===== config.mk =====
export PLATFORM = sky130hd
export DESIGN_NAME = block_mean_variance
export DESIGN_NICKNAME = d
export VERILOG_FILES = /design/src/rtl/bmv_pkg.sv /design/src/rtl/bmv_alu.sv /design/src/rtl/block_mean_variance.sv
export SDC_FILE = /design/constraint.sdc
export NUM_CORES = 2
export LEC_CHECK = 0
export ABC_AREA = 0
export BUFFER_PORTS_ARGS = -buffer_cell sky130_fd_sc_hd__buf_2
export CORE_UTILIZATION = 50
export CTS_CLUSTER_SIZE = 14
export DETAILED_ROUTE_END_ITERATION = 7
export PLACE_DENSITY = 0.79
export SETUP_SLACK_MARGIN = 0.1
export SYNTH_ARGS = -nofsm -noshare
export SYNTH_HDL_FRONTEND = slang
export SYNTH_SLANG_ARGS = --single-unit

===== constraint.sdc =====
create_clock -name clk -period 18.77 [get_ports clk]
set_input_delay 1.877 -clock clk [delete_from_list [all_inputs] [get_ports clk]]
set_output_delay 1.877 -clock clk [all_outputs]
set_load 0.05 [all_outputs]

===== src/rtl/bmv_pkg.sv =====
// Shared types and constants for the block mean / variance accumulator.
package bmv_pkg;

    localparam int SAMPLE_W    = 17;
    localparam int RAW_W       = 32;
    localparam int VALUE_W     = 50;
    localparam int NUM_W       = 128;
    localparam int DCNT_W      = $clog2(NUM_W);
    localparam int CFG_INDEX_W = 1;
    localparam int CFG_DATA_W  = 21;

    localparam logic [CFG_INDEX_W-1:0] CFG_STAT_MODE    = 1'd0;
    localparam logic [CFG_INDEX_W-1:0] CFG_BLOCK_LENGTH = 1'd1;

    localparam logic                  STAT_MODE_MEAN   = 1'b0;
    localparam logic                  STAT_MODE_RST    = 1'b1;
    localparam logic [CFG_DATA_W-1:0] BLOCK_LENGTH_RST = 21'd1000;

    typedef enum logic [2:0] {
        ST_IDLE,
        ST_SQN,
        ST_NSQ,
        ST_MAG,
        ST_DIV,
        ST_RCMP,
        ST_RINC,
        ST_OUT
    } bmv_state_t;

    typedef struct packed {
        logic [NUM_W-1:0] a;
        logic [NUM_W-1:0] b;
        logic             sub;
    } alu_req_t;

    typedef struct packed {
        logic [NUM_W-1:0] result;
        logic             carry;
    } alu_rsp_t;

endpackage


===== src/rtl/bmv_alu.sv =====
// Shared wide adder / subtractor used for multiply, divide, rounding and negation.
module bmv_alu
    import bmv_pkg::*;
(
    input  alu_req_t req,
    output alu_rsp_t rsp
);

    logic [NUM_W:0] sum;
    logic [NUM_W-1:0] b_op;

    assign b_op = req.sub ? ~req.b : req.b;
    // carry out on a subtract means a >= b
    assign sum = {1'b0, req.a} + {1'b0, b_op} + (NUM_W+1)'(req.sub);

    assign rsp.result = sum[NUM_W-1:0];
    assign rsp.carry  = sum[NUM_W];

endmodule


===== src/rtl/block_mean_variance.sv =====
// Block mean / variance: a word that does not end a block is accumulated and the block stays ready.
// A block-ending word runs a shift-add multiply / restoring divide on one shared adder:
// mean: restoring divide of |sum| << FRACTION_BITS by N, then round half up, then negate if negative.
// variance: N*N and N*sumsq - |sum|^2, then the divide of the latter by N*N, then round half up;
// in_ready stays low until the result word leaves.
// Reset: stat_mode = variance, block_length = 1000, accumulators cleared; no clearing pass.
module block_mean_variance
    import bmv_pkg::*;
#(
    parameter int MAX_BLOCK_LENGTH = 1048576,
    parameter int FRACTION_BITS    = 16
)
(
    input  logic                   clk,
    input  logic                   rst_n,
    input  logic                   in_valid,
    output logic                   in_ready,
    input  logic [RAW_W-1:0]       raw_word,
    input  logic                   stream_end,
    output logic                   out_valid,
    input  logic                   out_ready,
    output logic [VALUE_W-1:0]     stat_value,
    output logic                   partial_block,
    input  logic                   cfg_valid,
    output logic                   cfg_ready,
    input  logic [CFG_INDEX_W-1:0] cfg_index,
    input  logic [CFG_DATA_W-1:0]  cfg_data
);

    localparam int CNT_W = $clog2(MAX_BLOCK_LENGTH + 1);
    localparam int SUM_W = SAMPLE_W + CNT_W;
    localparam int SQ_W  = 32 + CNT_W;
    localparam int D_W   = 2 * CNT_W;

    bmv_state_t state_reg, state_next;

    logic                  stat_mode_reg, stat_mode_next;
    logic [CFG_DATA_W-1:0] block_length_reg, block_length_next;
    logic [CNT_W-1:0]      count_reg, count_next;
    logic signed [SUM_W-1:0] sum_reg, sum_next;
    logic [SQ_W-1:0]       sumsq_reg, sumsq_next;

    logic [CNT_W-1:0]      n_reg, n_next;
    logic [SUM_W-1:0]      mag_reg, mag_next;
    logic [SQ_W-1:0]       sq_reg, sq_next;
    logic                  mode_reg, mode_next;
    logic                  neg_reg, neg_next;
    logic                  partial_reg, partial_next;
    logic [NUM_W-1:0]      acc_reg, acc_next;
    logic [NUM_W-1:0]      mcand_reg, mcand_next;
    logic [SUM_W-1:0]      mplier_reg, mplier_next;
    logic [D_W-1:0]        d_reg, d_next;
    logic [D_W-1:0]        rem_reg, rem_next;
    logic [VALUE_W-1:0]    q_reg, q_next;
    logic                  round_reg, round_next;
    logic [DCNT_W-1:0]     dcnt_reg, dcnt_next;

    alu_req_t alu_req;
    alu_rsp_t alu_rsp;

    logic signed [SAMPLE_W-1:0]   sample;
    logic signed [2*SAMPLE_W-1:0] sample_sq;
    logic signed [SUM_W-1:0]      sum_add;
    logic [SQ_W-1:0]              sumsq_add;
    logic [CNT_W-1:0]             count_inc;
    logic [SUM_W-1:0]             mag_add;
    logic [31:0]                  bl_ext;
    logic [CNT_W-1:0]             n_eff;
    logic                         block_full;
    logic [D_W:0]                 rem_shift;

    bmv_alu u_alu (
        .req (alu_req),
        .rsp (alu_rsp)
    );

    assign sample    = $signed(raw_word[SAMPLE_W-1:0]);
    assign sample_sq = sample * sample;
    assign sum_add   = sum_reg + SUM_W'(sample);
    assign sumsq_add = sumsq_reg + SQ_W'($unsigned(sample_sq));
    assign count_inc = count_reg + 1'b1;
    assign mag_add   = sum_add[SUM_W-1] ? ($unsigned(~sum_add) + 1'b1) : $unsigned(sum_add);

    // zero length acts as 1, oversize lengths saturate
    assign bl_ext = 32'(block_length_reg);
    always_comb
    begin
        if (bl_ext == 32'd0)
            n_eff = CNT_W'(1);
        else if (bl_ext > 32'(MAX_BLOCK_LENGTH))
            n_eff = CNT_W'(MAX_BLOCK_LENGTH);
        else
            n_eff = bl_ext[CNT_W-1:0];
    end

    assign block_full = (count_inc >= n_eff);
    assign rem_shift  = {rem_reg, acc_reg[NUM_W-1]};

    assign cfg_ready     = 1'b1;
    assign stat_value    = q_reg;
    assign partial_block = partial_reg;

    always_comb
    begin
        state_next        = state_reg;
        stat_mode_next    = stat_mode_reg;
        block_length_next = block_length_reg;
        count_next        = count_reg;
        sum_next          = sum_reg;
        sumsq_next        = sumsq_reg;
        n_next            = n_reg;
        mag_next          = mag_reg;
        sq_next           = sq_reg;
        mode_next         = mode_reg;
        neg_next          = neg_reg;
        partial_next      = partial_reg;
        acc_next          = acc_reg;
        mcand_next        = mcand_reg;
        mplier_next       = mplier_reg;
        d_next            = d_reg;
        rem_next          = rem_reg;
        q_next            = q_reg;
        round_next        = round_reg;
        dcnt_next         = dcnt_reg;
        in_ready          = 1'b0;
        out_valid         = 1'b0;
        alu_req.a         = acc_reg;
        alu_req.b         = mcand_reg;
        alu_req.sub       = 1'b0;

        if (cfg_valid)
        begin
            case (cfg_index)
                CFG_STAT_MODE:    stat_mode_next    = cfg_data[0];
                CFG_BLOCK_LENGTH: block_length_next = cfg_data;
                default:          ;
            endcase
        end

        case (state_reg)
            ST_IDLE:
            begin
                in_ready = 1'b1;
                if (in_valid)
                begin
                    count_next = count_inc;
                    sum_next   = sum_add;
                    sumsq_next = sumsq_add;
                    if (block_full || stream_end)
                    begin
                        count_next   = '0;
                        sum_next     = '0;
                        sumsq_next   = '0;
                        n_next       = n_eff;
                        mag_next     = mag_add;
                        sq_next      = sumsq_add;
                        mode_next    = stat_mode_reg;
                        neg_next     = sum_add[SUM_W-1];
                        partial_next = !block_full;
                        if (stat_mode_reg == STAT_MODE_MEAN)
                        begin
                            acc_next   = NUM_W'(mag_add) << FRACTION_BITS;
                            d_next     = D_W'(n_eff);
                            rem_next   = '0;
                            dcnt_next  = '0;
                            state_next = ST_DIV;
                        end
                        else
                        begin
                            acc_next    = '0;
                            mcand_next  = NUM_W'(n_eff);
                            mplier_next = SUM_W'(n_eff);
                            state_next  = ST_SQN;
                        end
                    end
                end
            end

            // N*N, then N*sumsq, then minus |sum|^2: shift-add over the multiplier bits
            ST_SQN, ST_NSQ, ST_MAG:
            begin
                alu_req.sub = (state_reg == ST_MAG);
                if (mplier_reg == '0)
                begin
                    case (state_reg)
                        ST_SQN:
                        begin
                            d_next      = acc_reg[D_W-1:0];
                            acc_next    = '0;
                            mcand_next  = NUM_W'(sq_reg);
                            mplier_next = SUM_W'(n_reg);
                            state_next  = ST_NSQ;
                        end
                        ST_NSQ:
                        begin
                            mcand_next  = NUM_W'(mag_reg);
                            mplier_next = mag_reg;
                            state_next  = ST_MAG;
                        end
                        default:
                        begin
                            acc_next   = acc_reg << FRACTION_BITS;
                            rem_next   = '0;
                            dcnt_next  = '0;
                            state_next = ST_DIV;
                        end
                    endcase
                end
                else
                begin
                    if (mplier_reg[0])
                        acc_next = alu_rsp.result;
                    mcand_next  = mcand_reg << 1;
                    mplier_next = mplier_reg >> 1;
                end
            end

            // restoring divide, one numerator bit per cycle
            ST_DIV:
            begin
                alu_req.a   = NUM_W'(rem_shift);
                alu_req.b   = NUM_W'(d_reg);
                alu_req.sub = 1'b1;
                rem_next    = alu_rsp.carry ? alu_rsp.result[D_W-1:0] : rem_shift[D_W-1:0];
                q_next      = {q_reg[VALUE_W-2:0], alu_rsp.carry};
                acc_next    = acc_reg << 1;
                dcnt_next   = dcnt_reg + 1'b1;
                if (dcnt_reg == DCNT_W'(NUM_W - 1))
                    state_next = ST_RCMP;
            end

            // round half up: 2*rem >= d
            ST_RCMP:
            begin
                alu_req.a   = NUM_W'({rem_reg, 1'b0});
                alu_req.b   = NUM_W'(d_reg);
                alu_req.sub = 1'b1;
                round_next  = alu_rsp.carry;
                state_next  = ST_RINC;
            end

            // add the rounding bit, then negate a negative mean on a separate pass
            ST_RINC:
            begin
                if (round_reg)
                begin
                    alu_req.a  = NUM_W'(q_reg);
                    alu_req.b  = NUM_W'(1'b1);
                    q_next     = alu_rsp.result[VALUE_W-1:0];
                    round_next = 1'b0;
                end
                else if (mode_reg == STAT_MODE_MEAN && neg_reg)
                begin
                    alu_req.a   = '0;
                    alu_req.b   = NUM_W'(q_reg);
                    alu_req.sub = 1'b1;
                    q_next      = alu_rsp.result[VALUE_W-1:0];
                    neg_next    = 1'b0;
                end
                else
                begin
                    state_next = ST_OUT;
                end
            end

            ST_OUT:
            begin
                out_valid = 1'b1;
                if (out_ready)
                    state_next = ST_IDLE;
            end

            default:
            begin
                state_next = ST_IDLE;
            end
        endcase
    end

    always_ff @(posedge clk or negedge rst_n)
    begin
        if (!rst_n)
        begin
            state_reg        <= ST_IDLE;
            stat_mode_reg    <= STAT_MODE_RST;
            block_length_reg <= BLOCK_LENGTH_RST;
            count_reg        <= '0;
            sum_reg          <= '0;
            sumsq_reg        <= '0;
        end
        else
        begin
            state_reg        <= state_next;
            stat_mode_reg    <= stat_mode_next;
            block_length_reg <= block_length_next;
            count_reg        <= count_next;
            sum_reg          <= sum_next;
            sumsq_reg        <= sumsq_next;
        end
    end

    always_ff @(posedge clk)
    begin
        n_reg       <= n_next;
        mag_reg     <= mag_next;
        sq_reg      <= sq_next;
        mode_reg    <= mode_next;
        neg_reg     <= neg_next;
        partial_reg <= partial_next;
        acc_reg     <= acc_next;
        mcand_reg   <= mcand_next;
        mplier_reg  <= mplier_next;
        d_reg       <= d_next;
        rem_reg     <= rem_next;
        q_reg       <= q_next;
        round_reg   <= round_next;
        dcnt_reg    <= dcnt_next;
    end

endmodule


## After elaboration in Yosys (flattened, before gate mapping)

Cells that the tools add are included.

- Bits of input ports: 60
- ROM bits: 0
- RAM bits: 0
- Register bits: 688
- Word-level logic and storage cells: 154
- Bits in latches: 0
- Memories kept: 0
- Output and inout port bits: 54

- Multipliers: 1
- Add/subtract/negate cells: 7
- Shift operators: 0
- Multiplexer cells: 71
- Reductions and logical operators: 25
- Equality and inequality tests: 24
- Divide/modulo/power cells: 0
- Bitwise gates (word level): 4
- Order comparisons: 2

Operators with widths:

| cell | count |
|---|---|
| two-way mux 128 bit | 9 |
| one-hot mux 128 bit (2 select lines) | 3 |
| one-hot mux 256 bit (3 select lines) | 1 |
| two-way mux 42 bit | 11 |
| one-hot mux 128 bit (3 select lines) | 1 |
| two-way mux 257 bit | 1 |
| two-way mux 256 bit | 1 |
| two-way mux 38 bit | 6 |
| one-hot mux 38 bit (2 select lines) | 2 |
| adder 128 x 128 -> 129 bit | 1 |
| adder 129 x 1 -> 129 bit | 1 |
| inverter 128 bit | 1 |
| one-hot mux 42 bit (3 select lines) | 1 |
| two-way mux 50 bit | 2 |
| one-hot mux 50 bit (2 select lines) | 1 |
| one-hot mux 42 bit (2 select lines) | 1 |
| two-way mux 21 bit | 3 |
| two-way mux 54 bit | 1 |
| adder 53 x 34 -> 53 bit | 1 |
| two-way mux 53 bit | 1 |
| adder 38 x 1 -> 38 bit, second input constant | 1 |
| adder 38 x 17 -> 38 bit | 1 |
| logical NOT 38 bit | 1 |
| inverter 38 bit | 1 |
| 35 further kinds | 81 |

## Longest topological paths before layout

- Depth in word-level cells: 12
- Gate-level depth with buffers: 40
- Gate-level depth less buffers: 38

## Hierarchy

Synthesis repeated with hierarchy kept, for this count alone.

- Cells, all modules: 6,121
- Area, all modules: 56,993.4 um2

By module, submodules not included:

| module | times used | sequential area each (um2) | cells an instance | area an instance (um2) |
|---|---|---|---|---|
| block_mean_variance | 1 | 19,982.9 | 4,623 | 47,035.1 |
| bmv_alu | 1 | 0.0 | 1,498 | 9,958.3 |

## Least setup slack after synthesis

Ideal clock, no wire load.

- Kind: register -> register
- Start: register count_reg[0]
- End: register mcand_reg[0], enable pin
- Stages on the path, launching flop included: 18
- Data required time: 17.672 ns
- Arrival time: 18.844 ns
- Clock period less this slack: 19.942 ns
- Buffers on the path: 2
- Path slack: -1.172 ns
- Setup time: 1.098 ns
- Cell sequence: dfrtp_1 ha_1 and3_1 clkbuf_1 nand3_1 nor3_1 nand3_1 xnor2_1 ha_1 nand4_1 nor2_1 a31oi_1 a21oi_1 a2111oi_0 nand2b_1 clkbuf_1 a21oi_1 nor4_1

- Longest elaborated chain between the ends: 5

RTL lines:

| what | line | text |
|---|---|---|
| start, declared | block_mean_variance.sv:39 | `logic [CNT_W-1:0] count_reg, count_next;` |
| start signal, assigned | block_mean_variance.sv:296 | `count_reg <= count_next;` |
| adder 21 x 1 -> 21 bit | block_mean_variance.sv:81 | `assign count_inc = count_reg + 1'b1;` |
| >= comparator 21 bit | block_mean_variance.sv:96 | `assign block_full = (count_inc >= n_eff);` |
| logical OR 1 bit | block_mean_variance.sv:149 | `if (block_full \|\| stream_end)` |
| inequality test 2 bit (no source line) | -- |  |
| AND reduction 5 bit (no source line) | -- |  |
| end signal, assigned | block_mean_variance.sv:311 | `mcand_reg <= mcand_next;` |
| end, declared | block_mean_variance.sv:50 | `logic [NUM_W-1:0] mcand_reg, mcand_next;` |

No other way between the ends.
A chain may end at the register's enable or synchronous reset.

## Worst setup path after layout

- Start: input raw_word[1]
- End: register sumsq_reg[51]

- Longest elaborated chain between the ends: 3

RTL lines:

| what | line | text |
|---|---|---|
| start, declared | block_mean_variance.sv:18 | `input logic [RAW_W-1:0] raw_word,` |
| multiplier 17 x 17 -> 34 bit | block_mean_variance.sv:78 | `assign sample_sq = sample * sample;` |
| adder 53 x 34 -> 53 bit | block_mean_variance.sv:80 | `assign sumsq_add = sumsq_reg + SQ_W'($unsigned(sample_sq));` |
| two-way mux 53 bit | block_mean_variance.sv:149 |  |
| end signal, assigned | block_mean_variance.sv:298 | `sumsq_reg <= sumsq_next;` |
| end, declared | block_mean_variance.sv:41 | `logic [SQ_W-1:0] sumsq_reg, sumsq_next;` |

No other way between the ends.

==> reports/metrics.cfg <==
[cts]
cts-buffers-inserted=75
clk_root_buffer_cell=clkbuf_16
ctsResizeCount=0
htree_num_levels=3
cts_buffer_depth=3
path_clk_slew_ns=0.06
cts_tree=yes
hold_buffers=0
clkLatencyLatePin_ns=0.66
cts_setup_buffers=0
clock_sinks=688

[synthesis]
async_flop_share_pct=19.9
yosysTopAreaCell=edfxtp_1
synth_edf_count=551
ys_ff_latch=688
yosys_warnings=0
ys.flop_type=edfxtp_1
netlist_top_cells_area=edfxtp_1 (30%), fa_1 (9.8%), ha_1 (7.2%), dfrtp_1 (5.9%), xnor2_1 (5.0%)
synth_top_cell_area_share_pct=29.8
syn_avg_cell_area_um2=9.45
syn-num-nets=6512
ys_types=94
netlist_area_um2=55400
seq_area_frac_synth_pct=36.0
synth_cells=5864

[sta]
rsz0062_at_grt=no
finalSetupViolations=0
finalSetupTns_ns=0
whs_ns=0.477
period_needed_ns=10.88
skew_ns=0.0286
worst_slack_ns=7.89
drv_slew=0
worstMarginPinSlew_ns=1.22
fmaxAchievable_mhz=91.9
hold_viol=0
fin_crit_sh_pct=58.0
maxSlewHeadroom_pct=19.0

[grt]
track_usage_pct=29.1
overflow=0
met2_usage_pct=44.4
antenna_found_initial=1
use_met1_pct=40.7
grtUsageMet3_pct=6.16
grt_busiest_layer=met2
first_global_vias=44600
grt_max_degree=167
grt_pass1_wl_mm=257

[finish]
nFillCells=9476
final_util_pct=54.3
drive_above_1_share_pct=6.45
synthToLayoutAreaGrowth_pct=7.21
antenna_cells=0
nets=6389

[placed_design]
gp_congestion=1.00
post-place-ws_ns=7.22
port_buffers=97
hpwl_mm=121

[floorplan]
die_y_um=335
fp.dieW_um=335
io_pins=114
fp-row-count=121
die-area_um2=112000
coreArea_um2=109000
start_util_pct=50.6

[routing]
vias=45800
wire_per_inst_um=22.7
drc=31
first_pass_iters=8
drt-initial-drc-count=6424
ant_nets=0
routed_via_density=6.29
wirelength_mm=165

[flow_run]
cap_violations=0

[worst_setup_path]
r2r_start=state_reg[1]
critPathCaptureType=flip-flop
crit_fanout=14
crit_type=in -> reg
worst-r2r-setup-slack_ns=9.98
crit_end=sumsq_reg[51]
worstSetupStartpointType=input pin
worstPathArrival_ns=11.41
critPathMaxStageDelay_ns=0.61
critPathRequiredTime_ns=19.30
crit_slowest_cell=or4_1
cp.depth=36
r2r.worst_path.cells=21
reg2reg_to=rem_reg[15]
path_buf_inv=7
crit_family=adder cells
startpoint=raw_word[1]

[run_status]
status=finished, violations left
violations=design-rule violations

[hold_path]
min-delay-path-class=reg -> reg

-- kinds of logic (layout without fill, tap and decap cells) --
| logic type | count (synthesis) | count (layout) | synth area share, % |
|---|---|---|---|
| adder cells (fa/ha/maj) | 588 | 588 | 16.9 |
| AO/OA/AOI/OAI | 1566 | 1566 | 19.1 |
| multiplexers | 28 | 28 | 0.564 |
| XOR/XNOR | 437 | 437 | 6.90 |
| buffers and inverters | 857 | 795 | 5.85 |
| other | 1 | 1 | 0.00676 |
| AND/OR/NAND/NOR | 1699 | 1699 | 14.6 |
| flip-flops | 688 | 688 | 36.0 |
-- synth_stat cells (78+ instances only) --
master / number
o21ai_0: 368
nor2_1: 262
and3_1: 108
clkbuf_1: 308
a222oi_1: 103
nand4_1: 95
xor2_1: 123
edfxtp_1: 551
a22oi_1: 122
nand2_1: 720
fa_1: 271
xnor2_1: 314
a21o_1: 165
inv_1: 509
nand3_1: 112
a21oi_1: 331
and2_1: 173
dfrtp_1: 130
o31ai_1: 78
ha_1: 317
-- cell type report --
type	instances	area [µm²]	share of cell area, %
clock buffers	95	2010	3.39
clock inverters	43	394	0.663
repair buffers	147	880	1.48
multi-input cells	4319	32400	54.5
flip-flops and latches	688	20000	33.6
well taps	1476	1850	3.11
inverters	510	1910	3.22
-- stage by stage --
step / instances / cell area (µm²)
6_report: 7278 / 59400
5_1_grt: 7278 / 59400
4_1_cts: 7278 / 59400
3_5_place_dp: 7140 / 57000
3_3_place_gp: 7140 / 57000
2_1_floorplan: 5864 / 55400
-- worst min-delay path by stage --
stage,slack [ns],from,cells after the start,endpoint
2_1_floorplan,0.45,sumsq_reg[21],2,sumsq_reg[21]
3_3_place_gp,0.46,sumsq_reg[26],2,sumsq_reg[26]
3_5_place_dp,0.47,sumsq_reg[26],2,sumsq_reg[26]
4_1_cts,0.48,sumsq_reg[26],2,sumsq_reg[26]
5_1_grt,0.51,sum_reg[35],2,sum_reg[35]
6_report,0.48,sumsq_reg[26],2,sumsq_reg[26]
-- cell usage in the layout (no fill, tap or decap), types with 15 or more instances in the layout --
cell type,netlist,final
xnor2_1,314,313
a221o_1,30,30
o21a_1,31,31
buf_4,2,49
a22o_1,64,64
clkinv_2,0,18
and2_1,173,170
or3_1,27,26
nor4_1,32,30
edfxtp_1,551,551
nand2_1,720,718
o211ai_1,35,35
clkbuf_1,308,15
a31oi_1,28,28
clkbuf_16,0,76
xor2_1,123,123
o21bai_1,57,57
a21o_1,165,165
nor3_1,50,47
fa_1,271,271
ha_1,317,317
a21oi_1,331,329
o31ai_1,78,77
nand2b_1,30,29
a22oi_1,122,122
or2_2,16,16
inv_1,509,509
buf_2,8,96
nand4_1,95,95
mux2_2,26,26
o21ai_0,368,367
dfrtp_1,130,130
and3_1,108,108
a222oi_1,103,103
nor2_1,262,255
nand3_1,112,112
nor2b_1,39,38
-- layer usage --
| layer | up-vias | share of wire (%) | routed length, µm |
|---|---|---|---|
| li1 | 20700 | - | - |
| met1 | 22200 | 41 | 67700 |
| met2 | 2520 | 44 | 72600 |
| met3 | 334 | 11 | 18700 |
| met4 | 0 | 3.7 | 6120 |
| met5 | - | 0 | 0 |
-- worst register-to-register path, cell delays in order (launching register included) --
cell and delay (ns):
dfrtp_1 0.34, buf_4 0.27, inv_1 0.18, o31ai_4 0.97, buf_4 0.90, buf_4 0.81
a222oi_1 0.28, xnor2_1 0.20, ha_1 0.41, a21oi_1 0.31, nor2b_1 0.08, o21ai_0 0.16
nand2b_1 0.10, nor3_2 0.53, o211a_1 0.39, o21ai_1 0.19, a21oi_1 0.45, nor4b_1 0.15
o31a_1 0.35, a221oi_4 0.29, buf_4 0.76, o21ai_0 0.39
Power is left out: the tool's default activity adds up to more than one toggle a clock period on the data nets, which glitch-free logic cannot reach.
